--- src/sv/ipv4dq_pkg.sv ---
// Shared types and constants for the IPv4 dotted-quad text parser.
// No dependencies; the parser RTL files and the testbench import this package, the checker does not.
`default_nettype none

package ipv4dq_pkg;

   localparam int unsigned CH_W       = 8;
   localparam int unsigned ADDR_W     = 32;
   localparam int unsigned DCNT_W     = 2;
   localparam int unsigned OCTV_W     = 10;
   localparam int unsigned OIDX_W     = 3;
   localparam int unsigned DIGIT_W    = 4;

   localparam logic [CH_W-1:0]    CHAR_DOT    = 8'h2E;
   localparam logic [CH_W-1:0]    CHAR_ZERO   = 8'h30;
   localparam logic [CH_W-1:0]    CHAR_NINE   = 8'h39;
   localparam logic [OIDX_W-1:0]  FIELD_COUNT = 3'd4;
   localparam logic [DCNT_W-1:0]  MAX_DIGITS  = 2'd3;
   localparam logic [OCTV_W-1:0]  OCTET_MAX   = 10'd255;

   // One input character with its end-of-string flag
   typedef struct packed {
      logic [CH_W-1:0] ch;
      logic            last;
   } req_word_type;

   // One parse result
   typedef struct packed {
      logic              valid_res;
      logic [ADDR_W-1:0] address;
   } rsp_word_type;

endpackage

`default_nettype wire

--- src/sv/ipv4_dotted_quad_parser.sv ---
// IPv4 dotted-quad parser, top level.
// Uses ipv4dq_pkg, ipv4dq_in_stage, ipv4dq_core and ipv4dq_out_stage.
//
// Usage:
//   req channel: one ASCII character per word (req_ch), req_last on the final
//   character of the string. rsp channel: one word per string, rsp_valid_res
//   and rsp_address (first octet in the top byte, zero when invalid).
//   Non-final characters produce no rsp word.
// Path: a final character passes two register stages, the input register
//   and then the result register, before its rsp word is visible.
// Throughput: one character per cycle while no final character is stalled; the per-character update
//   is one small multiply-by-ten, accumulate and compare between registers.
// Stall: while the result register is full and not taken, a non-final
//   character still moves through; a final character waits in the input
//   register and req_ready drops until the result is taken.
// Reset: synchronous, active high; clears both stages and all parser state,
//   req_ready is low during reset.
`default_nettype none

module ipv4_dotted_quad_parser (
   input  wire         clock,
   input  wire         reset,
   input  wire         req_valid,
   output logic        req_ready,
   input  wire  [7:0]  req_ch,
   input  wire         req_last,
   output logic        rsp_valid,
   input  wire         rsp_ready,
   output logic        rsp_valid_res,
   output logic [31:0] rsp_address
);
   import ipv4dq_pkg::*;

   req_word_type req_word, in_word;
   rsp_word_type core_result, out_word;
   logic         in_valid, advance, req_load, can_load;

   assign req_word.ch   = req_ch;
   assign req_word.last = req_last;

   // Word leaves the input register unless it is final and the result slot is busy
   assign advance   = in_valid && (!in_word.last || can_load);
   assign req_ready = !reset && (!in_valid || advance);
   assign req_load  = req_valid && req_ready;

   ipv4dq_in_stage u_in (
      .clock      (clock),
      .reset      (reset),
      .load       (req_load),
      .word_in    (req_word),
      .advance    (advance),
      .word_valid (in_valid),
      .word_out   (in_word)
   );

   ipv4dq_core u_core (
      .clock  (clock),
      .reset  (reset),
      .step   (advance),
      .word   (in_word),
      .result (core_result)
   );

   ipv4dq_out_stage u_out (
      .clock      (clock),
      .reset      (reset),
      .load       (advance && in_word.last),
      .result     (core_result),
      .take       (rsp_ready),
      .can_load   (can_load),
      .word_valid (rsp_valid),
      .word_out   (out_word)
   );

   assign rsp_valid_res = out_word.valid_res;
   assign rsp_address   = out_word.address;

endmodule

`default_nettype wire

--- src/sv/ipv4dq_in_stage.sv ---
// Input register stage: captures one character word per cycle when load is high; the word stays until advance.
// Depends on ipv4dq_pkg for the word type.
`default_nettype none

module ipv4dq_in_stage (
   input  wire                        clock,
   input  wire                        reset,
   input  wire                        load,
   input  ipv4dq_pkg::req_word_type   word_in,
   input  wire                        advance,
   output logic                       word_valid,
   output ipv4dq_pkg::req_word_type   word_out
);
   import ipv4dq_pkg::*;

   logic         valid_ff, valid_in;
   req_word_type word_ff;

   // Valid flag: set on load, cleared when the word moves on
   always_comb begin
      valid_in = valid_ff;
      if (advance) begin
         valid_in = 1'b0;
      end
      if (load) begin
         valid_in = 1'b1;
      end
   end

   always_ff @(posedge clock) begin
      if (reset) begin
         valid_ff <= 1'b0;
      end else begin
         valid_ff <= valid_in;
      end
   end

   // Payload, no reset needed
   always_ff @(posedge clock) begin
      if (load) begin
         word_ff <= word_in;
      end
   end

   assign word_valid = valid_ff;
   assign word_out   = word_ff;

endmodule

`default_nettype wire

--- src/sv/ipv4dq_core.sv ---
// Parser state and per-character update; forms the result on the final character.
// Depends on ipv4dq_pkg for constants and word types.
`default_nettype none

module ipv4dq_core (
   input  wire                        clock,
   input  wire                        reset,
   input  wire                        step,
   input  ipv4dq_pkg::req_word_type   word,
   output ipv4dq_pkg::rsp_word_type   result
);
   import ipv4dq_pkg::*;

   logic [DCNT_W-1:0] dcnt_ff, dcnt_in;
   logic [OCTV_W-1:0] octv_ff, octv_in;
   logic              fzero_ff, fzero_in;
   logic [OIDX_W-1:0] oidx_ff, oidx_in;
   logic [ADDR_W-1:0] accum_ff, accum_in;
   logic              bad_ff, bad_in;

   logic               is_dot, is_digit, do_close, close_ok;
   logic [DIGIT_W-1:0] digit;
   logic [OCTV_W-1:0]  times_ten;
   logic [DCNT_W-1:0]  dcnt_s;
   logic [OCTV_W-1:0]  octv_s;
   logic               fzero_s, bad_s;

   assign is_dot   = (word.ch == CHAR_DOT);
   assign is_digit = (word.ch >= CHAR_ZERO) && (word.ch <= CHAR_NINE);
   assign digit    = DIGIT_W'(word.ch - CHAR_ZERO);
   assign times_ten = OCTV_W'({octv_ff, 3'b000}) + OCTV_W'({octv_ff, 1'b0});

   // Digit / foreign character step on the current field
   always_comb begin
      dcnt_s  = dcnt_ff;
      octv_s  = octv_ff;
      fzero_s = fzero_ff;
      bad_s   = bad_ff;
      if (is_digit) begin
         if (dcnt_ff >= MAX_DIGITS) begin
            bad_s = 1'b1;
         end else begin
            if (dcnt_ff == '0) begin
               fzero_s = (digit == '0);
            end else if (fzero_ff) begin
               bad_s = 1'b1;
            end
            octv_s = times_ten + OCTV_W'(digit);
            dcnt_s = dcnt_ff + DCNT_W'(1);
         end
      end else if (!is_dot) begin
         bad_s = 1'b1;
      end
   end

   // Field close: on a dot, or at the end of the string
   assign do_close = is_dot || word.last;
   assign close_ok = (dcnt_s != '0) && (octv_s <= OCTET_MAX) && (oidx_ff < FIELD_COUNT);

   always_comb begin
      dcnt_in  = dcnt_s;
      octv_in  = octv_s;
      fzero_in = fzero_s;
      oidx_in  = oidx_ff;
      accum_in = accum_ff;
      bad_in   = bad_s;
      if (do_close) begin
         dcnt_in  = '0;
         octv_in  = '0;
         fzero_in = 1'b0;
         if (close_ok) begin
            accum_in = {accum_ff[ADDR_W-9:0], octv_s[7:0]};
            oidx_in  = oidx_ff + OIDX_W'(1);
         end else begin
            bad_in = 1'b1;
         end
      end
      // trailing dot
      if (is_dot && word.last) begin
         bad_in = 1'b1;
      end
   end

   // Result of the final character
   always_comb begin
      result.valid_res = !bad_in && (oidx_in == FIELD_COUNT);
      result.address   = result.valid_res ? accum_in : '0;
   end

   // State registers; cleared after each string
   always_ff @(posedge clock) begin
      if (reset) begin
         dcnt_ff  <= '0;
         octv_ff  <= '0;
         fzero_ff <= 1'b0;
         oidx_ff  <= '0;
         accum_ff <= '0;
         bad_ff   <= 1'b0;
      end else if (step) begin
         if (word.last) begin
            dcnt_ff  <= '0;
            octv_ff  <= '0;
            fzero_ff <= 1'b0;
            oidx_ff  <= '0;
            accum_ff <= '0;
            bad_ff   <= 1'b0;
         end else begin
            dcnt_ff  <= dcnt_in;
            octv_ff  <= octv_in;
            fzero_ff <= fzero_in;
            oidx_ff  <= oidx_in;
            accum_ff <= accum_in;
            bad_ff   <= bad_in;
         end
      end
   end

endmodule

`default_nettype wire

--- src/sv/ipv4dq_out_stage.sv ---
// Result register: holds one result word until the receiver takes it.
// Depends on ipv4dq_pkg for the result type.
`default_nettype none

module ipv4dq_out_stage (
   input  wire                        clock,
   input  wire                        reset,
   input  wire                        load,
   input  ipv4dq_pkg::rsp_word_type   result,
   input  wire                        take,
   output logic                       can_load,
   output logic                       word_valid,
   output ipv4dq_pkg::rsp_word_type   word_out
);
   import ipv4dq_pkg::*;

   logic         valid_ff, valid_in;
   rsp_word_type word_ff;

   assign can_load = !valid_ff || take;

   always_comb begin
      valid_in = valid_ff;
      if (take) begin
         valid_in = 1'b0;
      end
      if (load) begin
         valid_in = 1'b1;
      end
   end

   always_ff @(posedge clock) begin
      if (reset) begin
         valid_ff <= 1'b0;
      end else begin
         valid_ff <= valid_in;
      end
   end

   always_ff @(posedge clock) begin
      if (load) begin
         word_ff <= result;
      end
   end

   assign word_valid = valid_ff;
   assign word_out   = word_ff;

endmodule

`default_nettype wire

--- config.mk ---
export PLATFORM = sky130hd
export DESIGN_NAME = ipv4_dotted_quad_parser
export DESIGN_NICKNAME = d
export VERILOG_FILES = /design/src/sv/ipv4dq_pkg.sv /design/src/sv/ipv4_dotted_quad_parser.sv /design/src/sv/ipv4dq_in_stage.sv /design/src/sv/ipv4dq_core.sv /design/src/sv/ipv4dq_out_stage.sv
export SDC_FILE = /design/constraint.sdc
export NUM_CORES = 1
export LEC_CHECK = 0
export BUFFER_PORTS_ARGS = -buffer_cell sky130_fd_sc_hd__buf_2
export CORE_UTILIZATION = 61
export CTS_BUF_LIST = sky130_fd_sc_hd__clkbuf_8
export CTS_CLUSTER_DIAMETER = 120
export DETAILED_ROUTE_END_ITERATION = 10
export HOLD_SLACK_MARGIN = 0.12
export PLACE_DENSITY = 0.86
export SLEW_MARGIN = 20
export SYNTH_ARGS = -nofsm -noshare
export SYNTH_HDL_FRONTEND = slang
export SYNTH_HIERARCHICAL = 1
export SYNTH_SLANG_ARGS = --single-unit
export TNS_END_PERCENT = 10
--- constraint.sdc ---
create_clock -name clock -period 3.8 [get_ports clock]
set_input_delay 0.38 -clock clock [delete_from_list [all_inputs] [get_ports clock]]
set_output_delay 0.38 -clock clock [all_outputs]
set_load 0.1 [all_outputs]
==> results of run 1 <==
[routing by layer]
layer	routed length, µm	vias to the layer above
met1	3819	1507
met3	462	18
li1	-	1511
met2	4614	110
met4	242	0
met5	0	-
[cell families after synthesis]
| group | after synthesis |
|---|---|
| multiplexers | 34 |
| AO/OA/AOI/OAI | 91 |
| adder cells (fa/ha/maj) | 17 |
| flip-flops | 93 |
| XOR/XNOR | 6 |
| buffers and inverters | 35 |
| AND/OR/NAND/NOR | 96 |
[layout make-up]
cell class	instances	area [µm²]	share of cell area [%]
Inverter	16	60.06	1.169
Multi-Input combinational cell	244	2090	40.68
Clock buffer	10	137.6	2.680
Clock inverter	6	70.07	1.364
Sequential cell	93	2282	44.43
Timing Repair Buffer	58	372.9	7.259
Tap cell	99	123.9	2.412
[worst paths after layout]
path / to / slack (ns)
max reg2reg: u_out/word_out[0]$_DFFE_PP_ / 0.16
max: u_out/word_out[0]$_DFFE_PP_ / 0.16
min reg2reg: u_core/fzero_ff$_SDFFE_PP0P_ / 0.49
min: u_in/word_out[0]$_DFFE_PP_ / 0.19
[placed cells by master (no fill, tap or decap), types with 3 or more instances in the layout]
master     netlist  routed
nand3_1          3       3
buf_2            5      47
a21oi_2          4       4
a22o_1          29      29
edfxtp_1        42      42
o2bb2ai_1        5       5
buf_12           0       3
nand2_1         15      15
inv_1           16      16
buf_4            8       7
o21ai_1          3       3
mux2i_1         32      32
xnor2_1          4       4
a21oi_1          9       9
clkbuf_8         0      10
nor3_2          29      29
o21ai_0          9       9
a22oi_1         10      10
ha_1            15      15
dfxtp_1         51      51
a21o_1           3       3
nor2_1          24      24
[state kept, by name, summed over array words and instances (netlist names), 2 cells and up]
| signal | cells |
|---|---|
| u_core/oidx_ff | 3 |
| u_core/accum_ff | 32 |
| u_core/octv_ff | 10 |
| u_core/dcnt_ff | 2 |
| u_out/word_out | 33 |
| u_in/word_out | 9 |
[where the power goes]
part	switching (W)	internal (W)	total (W)
clock network	0.000347	0.000326	0.000674
registers	0.00000939	0.00106	0.00107
logic	0.000111	0.0000296	0.000140
total	0.000467	0.00141	0.00188
[metrics by stage]
stage / hold slack [ns] / instances / utilization, %
final: 0.1900 / 526 / 70.81
after global routing: 0.1525 / 526 / 70.81
after CTS: 0.1680 / 525 / 70.47
after detailed placement: 0.4636 / 509 / 67.53
after global placement: 0.4526 / 509 / 67.53
after floorplan: 0.4359 / 372 / -
[repair_timing]
item	in CTS	in global routing
gates cloned	0	1
setup endpoints to repair	1	3
pin swaps	0	1
resized for setup	1	0
[critical path: cells and delay by family (launching register included)]
kind	cells	cell delay, ns
mux	1	0.11
fa+ha+maj	2	1.01
flops	1	0.40
simple gates	1	0.17
buf+inv	3	0.34
compound gates	5	1.36
==> results.yml, run 1 <==
global_routing:
  grt_pass1_wl_um: 14260
  grt.met1_usage_pct: 29.33
  antenna_found_initial: 0
  top_usage_layer: "met2"
  use_met3_pct: 7.183
  gr-usage-all-layers_pct: 24.69
  grtUsageMet2_pct: 40.21
  grt_max_degree: 39
  grt_pass1_vias: 2940
  grt_overflow: 0
synthesis:
  synth-adder-area-share_pct: 4.989
  synthesis.nets: 402
  syn_avg_cell_area_um2: 12.27
  yosys.area.top_type: "edfxtp_1"
  synth_edf_count: 42
  synthTopCellsByArea: "edfxtp_1 (28%), dfxtp_1 (22%), mux2i_1 (7.0%)"
  ys.flop_type: "dfxtp_1"
  ys_seq_area_share_pct: 50.00
  yosys.cell_count.top_type: "dfxtp_1"
  synth_compound_area_share_pct: 17.30
  synth_top_family_by_area: "compound AO/OA/AOI/OAI gates"
  yosys.area.top_type_share_pct: 27.63
  synthMuxAreaShare_pct: 7.758
  synth-xor-area-share_pct: 1.453
  synth-simple-area-share_pct: 14.17
  synth_commonest_cells: "dfxtp_1 (51), edfxtp_1 (42), mux2i_1 (32), a22o_1 (29), nor3_2 (29)"
  ys_seq_elements: 93
  ys_warn_count: 6
  synth_cells: 372
  synth.cell_area_um2: 4564
  synth_cell_types: 64
  ys_async_sr_fraction_pct: 0
clocking:
  cts_buffers: 9
  clock_latency_ns: 0.36
  cts_tree: "yes"
  clk_pin_slew_ns: 0.09
  holdBufCountCts: 0
  clockRootBuffer: "clkbuf_8"
  post_cts_buffers: 0
  clk_path_buf_depth: 2
  htreeDepth: 3
  clkSinkCount: 93
finish:
  final_nets: 452
  fillers: 525
  drive_gt1_share_pct: 29.04
  num_antenna_cells: 0
  area_growth_syn_to_layout_pct: 12.53
  final_area_um2: 5136
routing:
  drt_iter0_drc: 167
  vias: 3146
  drtPass1Iterations: 4
  wl_per_cell_um: 17.37
  routed_via_density: 5.981
  wl_um: 9138
  drc: 0
  ant_nets: 0
sta:
  period_share_pct: 95.66
  clock_skew_ns: 0.01319
  slew_violations: 0
  clock.fmax_mhz: 275.1
  fin_tns_setup_ns: 0
  setup_viol_count_final: 0
  relSlewSlack_pct: 39.75
  final_hold_viol_count: 0
  worst_pin_slew_ns: 0.8968
  worst_slack_ns: 0.1650
  period_minus_slack_ns: 3.635
  rsz0062_at_grt: "false"
pwr:
  report.power.total_w: 0.001881
  peakVddDrop_mv: 0.2083
  p_leak_nw: 1.892
  p_per_area_nw_per_um2: 366.1
critical_path:
  end_kind: "flip-flop"
  cp_slowest_cell: "fa_1"
  cp.required_ns: 3.93
  crit_path_max_incr_delay_ns: 0.53
  path_cells: "inv_1 > fa_1 > inv_1 > fa_1 > a211oi_1 > or4b_1 > o2111ai_2 > o21bai_4 > a21oi_4 > mux2i_4 > buf_12 > a2111oi_1"
  cp-startpoint: "u_in/word_out[4]$_DFFE_PP_"
  worstReg2RegStart: "u_in/word_out[4]$_DFFE_PP_"
  start_kind: "flip-flop"
  critical_path_class: "reg2reg"
  ff2ff_path_depth: 12
  worstPathArrival_ns: 3.76
  cp_max_fo: 33
floorplanning:
  die_area_um2: 7832
  start_util_pct: 62.93
  io_pins: 48
  rows: 31
  die_height_um: 88.50
  core_um2: 7253
  die_w_um: 88.50
hold_path:
  min_from: "req_last"
  hold_depth: 1
  hold_path.class: "in2reg"
place:
  dp_slack_ns: 0.005884
  port_buffers: 47
  hpwl_um: 6288
  dpl_cell_area_um2: 4898
  routabilityCongestion: 0.8639
job:
  maxCapViolCount: 0
run_status:
  status: "complete, no violations"
(Power assumes the default switching activity.)
==> inputs of run 2 (changes only) <==
--- a/config.mk
+++ b/config.mk
@@ -12,6 +12,7 @@
 export DETAILED_ROUTE_END_ITERATION = 10
 export HOLD_SLACK_MARGIN = 0.12
 export PLACE_DENSITY = 0.86
+export REMOVE_ABC_BUFFERS = 1
 export SLEW_MARGIN = 20
 export SYNTH_ARGS = -nofsm -noshare
 export SYNTH_HDL_FRONTEND = slang
==> results.yml, run 2 (same netlist as run 1, synthesis figures left out) <==
run_status:
  status: "complete, no violations"
routing:
  wl_um: 8684
  drc: 0
  vias: 3166
  routed_via_density: 6.030
  ant_nets: 0
  wl_per_cell_um: 16.54
  drt_iter0_drc: 160
  drtPass1Iterations: 4
sta:
  setup_viol_count_final: 0
  worst_pin_slew_ns: 0.9860
  clock.fmax_mhz: 278.0
  rsz0062_at_grt: "false"
  worst_slack_ns: 0.2026
  period_share_pct: 94.67
  slew_violations: 0
  relSlewSlack_pct: 33.76
  clock_skew_ns: 0.008935
  period_minus_slack_ns: 3.597
  final_hold_viol_count: 0
clocking:
  cts_buffers: 9
  holdBufCountCts: 0
  cts_resized: 0
  clock_latency_ns: 0.36
  post_cts_buffers: 0
  clk_pin_slew_ns: 0.09
  cts_tree: "yes"
  clk_path_buf_depth: 2
  htreeDepth: 3
  clkSinkCount: 93
  clockRootBuffer: "clkbuf_8"
floorplanning:
  io_pins: 48
  die_w_um: 88.50
  die_area_um2: 7832
  core_um2: 7253
  rows: 31
  die_height_um: 88.50
  start_util_pct: 62.93
place:
  dpl_cell_area_um2: 4903
  dp_slack_ns: 0.02959
  hpwl_um: 5914
  port_buffers: 47
  routabilityCongestion: 0.8622
critical_path:
  start_kind: "flip-flop"
  critical_path_class: "reg2reg"
  cp_max_fo: 29
  end_kind: "flip-flop"
  worstPathArrival_ns: 3.69
  cp.required_ns: 3.90
global_routing:
  antenna_found_initial: 0
  gr-usage-all-layers_pct: 23.26
  grt_overflow: 0
  grt_pass1_wl_um: 13760
  grt_pass1_vias: 2897
  grt_max_degree: 39
pwr:
  p_leak_nw: 1.899
  p_sw_w: 0.0004733
  peakVddDrop_mv: 0.2154
  p_per_area_nw_per_um2: 370.1
  internal-power_w: 0.001436
  clock_power_share_pct: 36.7
  swShare_pct: 24.79
  p_comb_share_pct: 7.5
  power_frac_seq_pct: 55.8
finish:
  regArea_um2: 2282
  drive_gt1_share_pct: 29.34
  fillers: 519
  area_growth_syn_to_layout_pct: 13.05
  final_area_um2: 5160
  multi_input_area_um2: 2100
  final_nets: 451
  largest_reg_flops: 33
  mostFrequentLayoutCell: "dfxtp_1"
  num_antenna_cells: 0
  mostFrequentLayoutCells: "dfxtp_1 (51), buf_2 (47), edfxtp_1 (42)"
hold_path:
  hold_path.class: "in2reg"
job:
  maxCapViolCount: 0
run 2: cell count changes in the layout (fill, tap and decap cells not counted), sizes merged:
cell,previous run,this run
inv,17,18
buf,57,56
clkbuf,11,12
clkinv,2,0
run 2: layout make-up:
class | instances | area share (%)
repair buffers | 57 | 7.323
clock inverters | 5 | 1.261
well taps | 99 | 2.401
flip-flops and latches | 93 | 44.23
clock buffers | 11 | 2.934
inverters | 16 | 1.164
multi-input cells | 244 | 40.69
run 2: per-layer routing:
layer / global-route usage (%) / wire [µm]
met5: 0 / 0
met4: 10.26 / 154
met3: 4.944 / 329
met2: 38.11 / 4318
met1: 29.80 / 3882
run 2: critical path, stage by stage, from the launching register on:
cell       delay [ns]
edfxtp_1         0.39
inv_1            0.08
fa_1             0.54
inv_1            0.07
fa_1             0.49
a211oi_2         0.27
or4b_1           0.16
o2111ai_2        0.14
o21bai_4         0.24
a21oi_4          0.29
mux2i_4          0.33
buf_12           0.26
a2111oi_1        0.08
run 2: through the flow:
stage / instances / setup TNS [ns] / total power (W) / hold slack (ns) / util [%]
after global placement: 508 / 0 / 0.001227 / 0.4531 / 67.60
final: 525 / 0 / 0.001909 / 0.1930 / 71.14
after global routing: 525 / 0 / 0.001965 / 0.1781 / 71.14
after detailed placement: 508 / 0 / 0.001231 / 0.4582 / 67.60
after floorplan: 353 / -40.75 / 0.001192 / 0.4359 / -
after CTS: 524 / 0 / 0.001920 / 0.1776 / 70.59
run 2: power by group through the flow:
stage,Combinational [W],Clock (W),Sequential (W)
floorplan,0.0000529,0,0.00114
global placement,0.000139,0,0.00109
detailed placement,0.000141,0,0.00109
CTS,0.000142,0.000712,0.00107
global route,0.000152,0.000744,0.00107
finish,0.000143,0.000700,0.00107
run 2: path summary, 6_finish.rpt:
check	start	slack, ns	cells after the start	endpoint
max	u_in/word_out[4]$_DFFE_PP_	0.20	12	u_out/word_out[2]$_DFFE_PP_
min	req_ch[4]	0.19	1	u_in/word_out[5]$_DFFE_PP_
max reg2reg	u_in/word_out[4]$_DFFE_PP_	0.20	12	u_out/word_out[2]$_DFFE_PP_
min reg2reg	u_core/bad_ff$_SDFFE_PP0P_	0.48	1	u_core/bad_ff$_SDFFE_PP0P_
==> inputs of run 3 (changes only) <==
--- a/config.mk
+++ b/config.mk
@@ -5,13 +5,13 @@
 export SDC_FILE = /design/constraint.sdc
 export NUM_CORES = 1
 export LEC_CHECK = 0
+export ABC_AREA = 1
 export BUFFER_PORTS_ARGS = -buffer_cell sky130_fd_sc_hd__buf_2
-export CORE_UTILIZATION = 61
-export CTS_BUF_LIST = sky130_fd_sc_hd__clkbuf_8
+export CORE_UTILIZATION = 59
 export CTS_CLUSTER_DIAMETER = 120
 export DETAILED_ROUTE_END_ITERATION = 10
 export HOLD_SLACK_MARGIN = 0.12
-export PLACE_DENSITY = 0.86
+export PLACE_DENSITY = 0.84
 export REMOVE_ABC_BUFFERS = 1
 export SLEW_MARGIN = 20
 export SYNTH_ARGS = -nofsm -noshare
==> results.yml, run 3 <==
hold_path:
  hold_path.class: "in2reg"
clocking:
  clkSinkCount: 93
  cts_tree: "yes"
  clock_latency_ns: 0.36
  clk_path_buf_depth: 2
  clockRootBuffer: "clkbuf_8"
  clk_pin_slew_ns: 0.10
  cts_buffers: 9
  post_cts_buffers: 0
  holdBufCountCts: 0
  cts_resized: 0
  htreeDepth: 3
synthesis:
  syn_avg_cell_area_um2: 8.173
  yosys.area.top_type: "edfxtp_1"
  ys_seq_elements: 93
  synth_cell_types: 42
  synthTopCellsByArea: "edfxtp_1 (26%), dfxtp_1 (21%), nand2_1 (10%)"
  synthMuxAreaShare_pct: 0.4124
  synth_edf_count: 42
  ys.flop_type: "dfxtp_1"
  synth.cell_area_um2: 4855
  yosys.cell_count.top_type: "nand2_1"
  synth_cells: 594
  synth-xor-area-share_pct: 0.7216
  ys_async_sr_fraction_pct: 0
  synth_commonest_cells: "nand2_1 (130), nand3_1 (80), inv_1 (62), a21oi_1 (52), dfxtp_1 (51)"
  ys_seq_area_share_pct: 47.01
  ys_warn_count: 6
  synth_top_family_by_area: "simple AND/OR/NAND/NOR gates"
  synth-simple-area-share_pct: 28.22
  synth-adder-area-share_pct: 4.691
  synth_compound_area_share_pct: 10.82
  yosys.area.top_type_share_pct: 25.98
floorplanning:
  die_w_um: 92.71
  die_area_um2: 8595
  rows: 32
  die_height_um: 92.71
  io_pins: 48
  core_um2: 7848
  start_util_pct: 61.86
routing:
  vias: 4070
  routed_via_density: 5.522
  drtPass1Iterations: 5
  wl_um: 9952
  route.met2.wl_um: 4998
  ant_nets: 0
  top_layer_used: "met4"
  wl_met3_um: 533
  drc: 0
  drt_iter0_drc: 285
  wl_per_cell_um: 13.50
  m1WireLength_um: 4268
global_routing:
  gr-usage-all-layers_pct: 24.70
  grt_pass1_vias: 3825
  antenna_found_initial: 0
  grt_max_degree: 52
  grt_pass1_wl_um: 16690
  grt_overflow: 0
finish:
  final_cells: 737
  area_growth_syn_to_layout_pct: 10.05
  drive_gt1_share_pct: 19.37
  final_area_um2: 5343
  largest_reg_flops: 33
  postLayoutCoreUtil_pct: 68.08
  num_antenna_cells: 0
  final_nets: 660
  mostFrequentLayoutCell: "nand2_1"
  fillers: 663
  regArea_um2: 2282
  multi_input_area_um2: 2191
  mostFrequentLayoutCells: "nand2_1 (130), nand3_1 (80), inv_1 (62)"
critical_path:
  end_kind: "flip-flop"
  cp_max_fo: 33
  worstPathArrival_ns: 3.77
  cp.required_ns: 4.00
  critical_path_class: "reg2reg"
  start_kind: "flip-flop"
  r2r_setup_slack_ns: 0.23
sta:
  clock.fmax_mhz: 280.0
  period_minus_slack_ns: 3.571
  slew_violations: 0
  worst_pin_slew_ns: 0.6267
  fin_tns_setup_ns: 0
  period_share_pct: 93.98
  final_hold_viol_count: 0
  setup_viol_count_final: 0
  rsz0062_at_grt: "true"
  relSlewSlack_pct: 58.16
  clock_skew_ns: 0.01118
job:
  maxCapViolCount: 0
place:
  routabilityCongestion: 0.8904
  placed_cells: 721
  port_buffers: 47
  hpwl_um: 6331
  dpl_cell_area_um2: 5144
run_status:
  status: "complete, no violations"
pwr:
  p_leak_nw: 1.847
  p_per_area_nw_per_um2: 363.8
  peakVddDrop_mv: 0.2751
run 3: cells by family (layout without fill, tap and decap cells):
group                    count (synthesis)  after routing
AND/OR/NAND/NOR                        284            284
buffers and inverters                   98            139
AO/OA/AOI/OAI                           96             96
flip-flops                              93             93
adder cells (fa/ha/maj)                 17             17
XOR/XNOR                                 4              4
multiplexers                             2              2
run 3: worst max-delay path: stages, from the launching register on:
cell,delay [ns]
edfxtp_1,0.40
inv_1,0.08
fa_1,0.54
inv_1,0.07
fa_1,0.49
nand2_1,0.12
nand3_1,0.07
nand2_1,0.08
nand3_2,0.08
nand2_2,0.12
nand3_2,0.10
nor2_4,0.23
nand3_1,0.15
nand2_1,0.18
nand3_4,0.44
nor2_1,0.25
run 3: layout make-up:
cell class,count,share of cell area (%)
Multi-Input combinational cell,403,41.01
Timing Repair Buffer,55,5.527
Clock inverter,7,1.265
Inverter,68,4.778
Sequential cell,93,42.72
Clock buffer,9,2.319
Tap cell,102,2.389
run 3: power breakdown:
group          internal (W)  switching [W]  leakage [nW]  total [W]
registers           0.00106      0.0000108         0.766    0.00108
logic             0.0000388       0.000198         0.983   0.000237
clock network      0.000254       0.000378        0.0989   0.000632
total               0.00136       0.000587          1.85    0.00194
run 3: worst paths after layout:
| path | from | end | cells past startpoint |
|---|---|---|---|
| worst max-delay path | u_in/word_out[4]$_DFFE_PP_ | u_out/word_out[31]$_DFFE_PP_ | 15 |
| worst min-delay path | req_ch[4] | u_in/word_out[5]$_DFFE_PP_ | 1 |
| worst max register to register | u_in/word_out[4]$_DFFE_PP_ | u_out/word_out[31]$_DFFE_PP_ | 15 |
| worst min register to register | u_core/accum_ff[25]$_SDFFE_PP0P_ | u_core/accum_ff[25]$_SDFFE_PP0P_ | 2 |
run 3: metrics by stage:
step / power (W) / hold WS [ns] / setup slack (ns)
final: 0.001944 / 0.1940 / 0.2287
after detailed placement: 0.001333 / 0.4549 / 0.2903
after global placement: 0.001329 / 0.4473 / 0.5100
after floorplan: 0.001273 / 0.4335 / -0.1447
after CTS: 0.001954 / 0.1839 / 0.2587
after global routing: 0.002018 / 0.1699 / 0.003408
run 3: metal layers:
layer	vias to the layer above	global-route usage, %
li1	2040	-
met1	1891	29.68
met2	124	43.77
met3	15	4.516
met4	0	9.615
met5	-	0
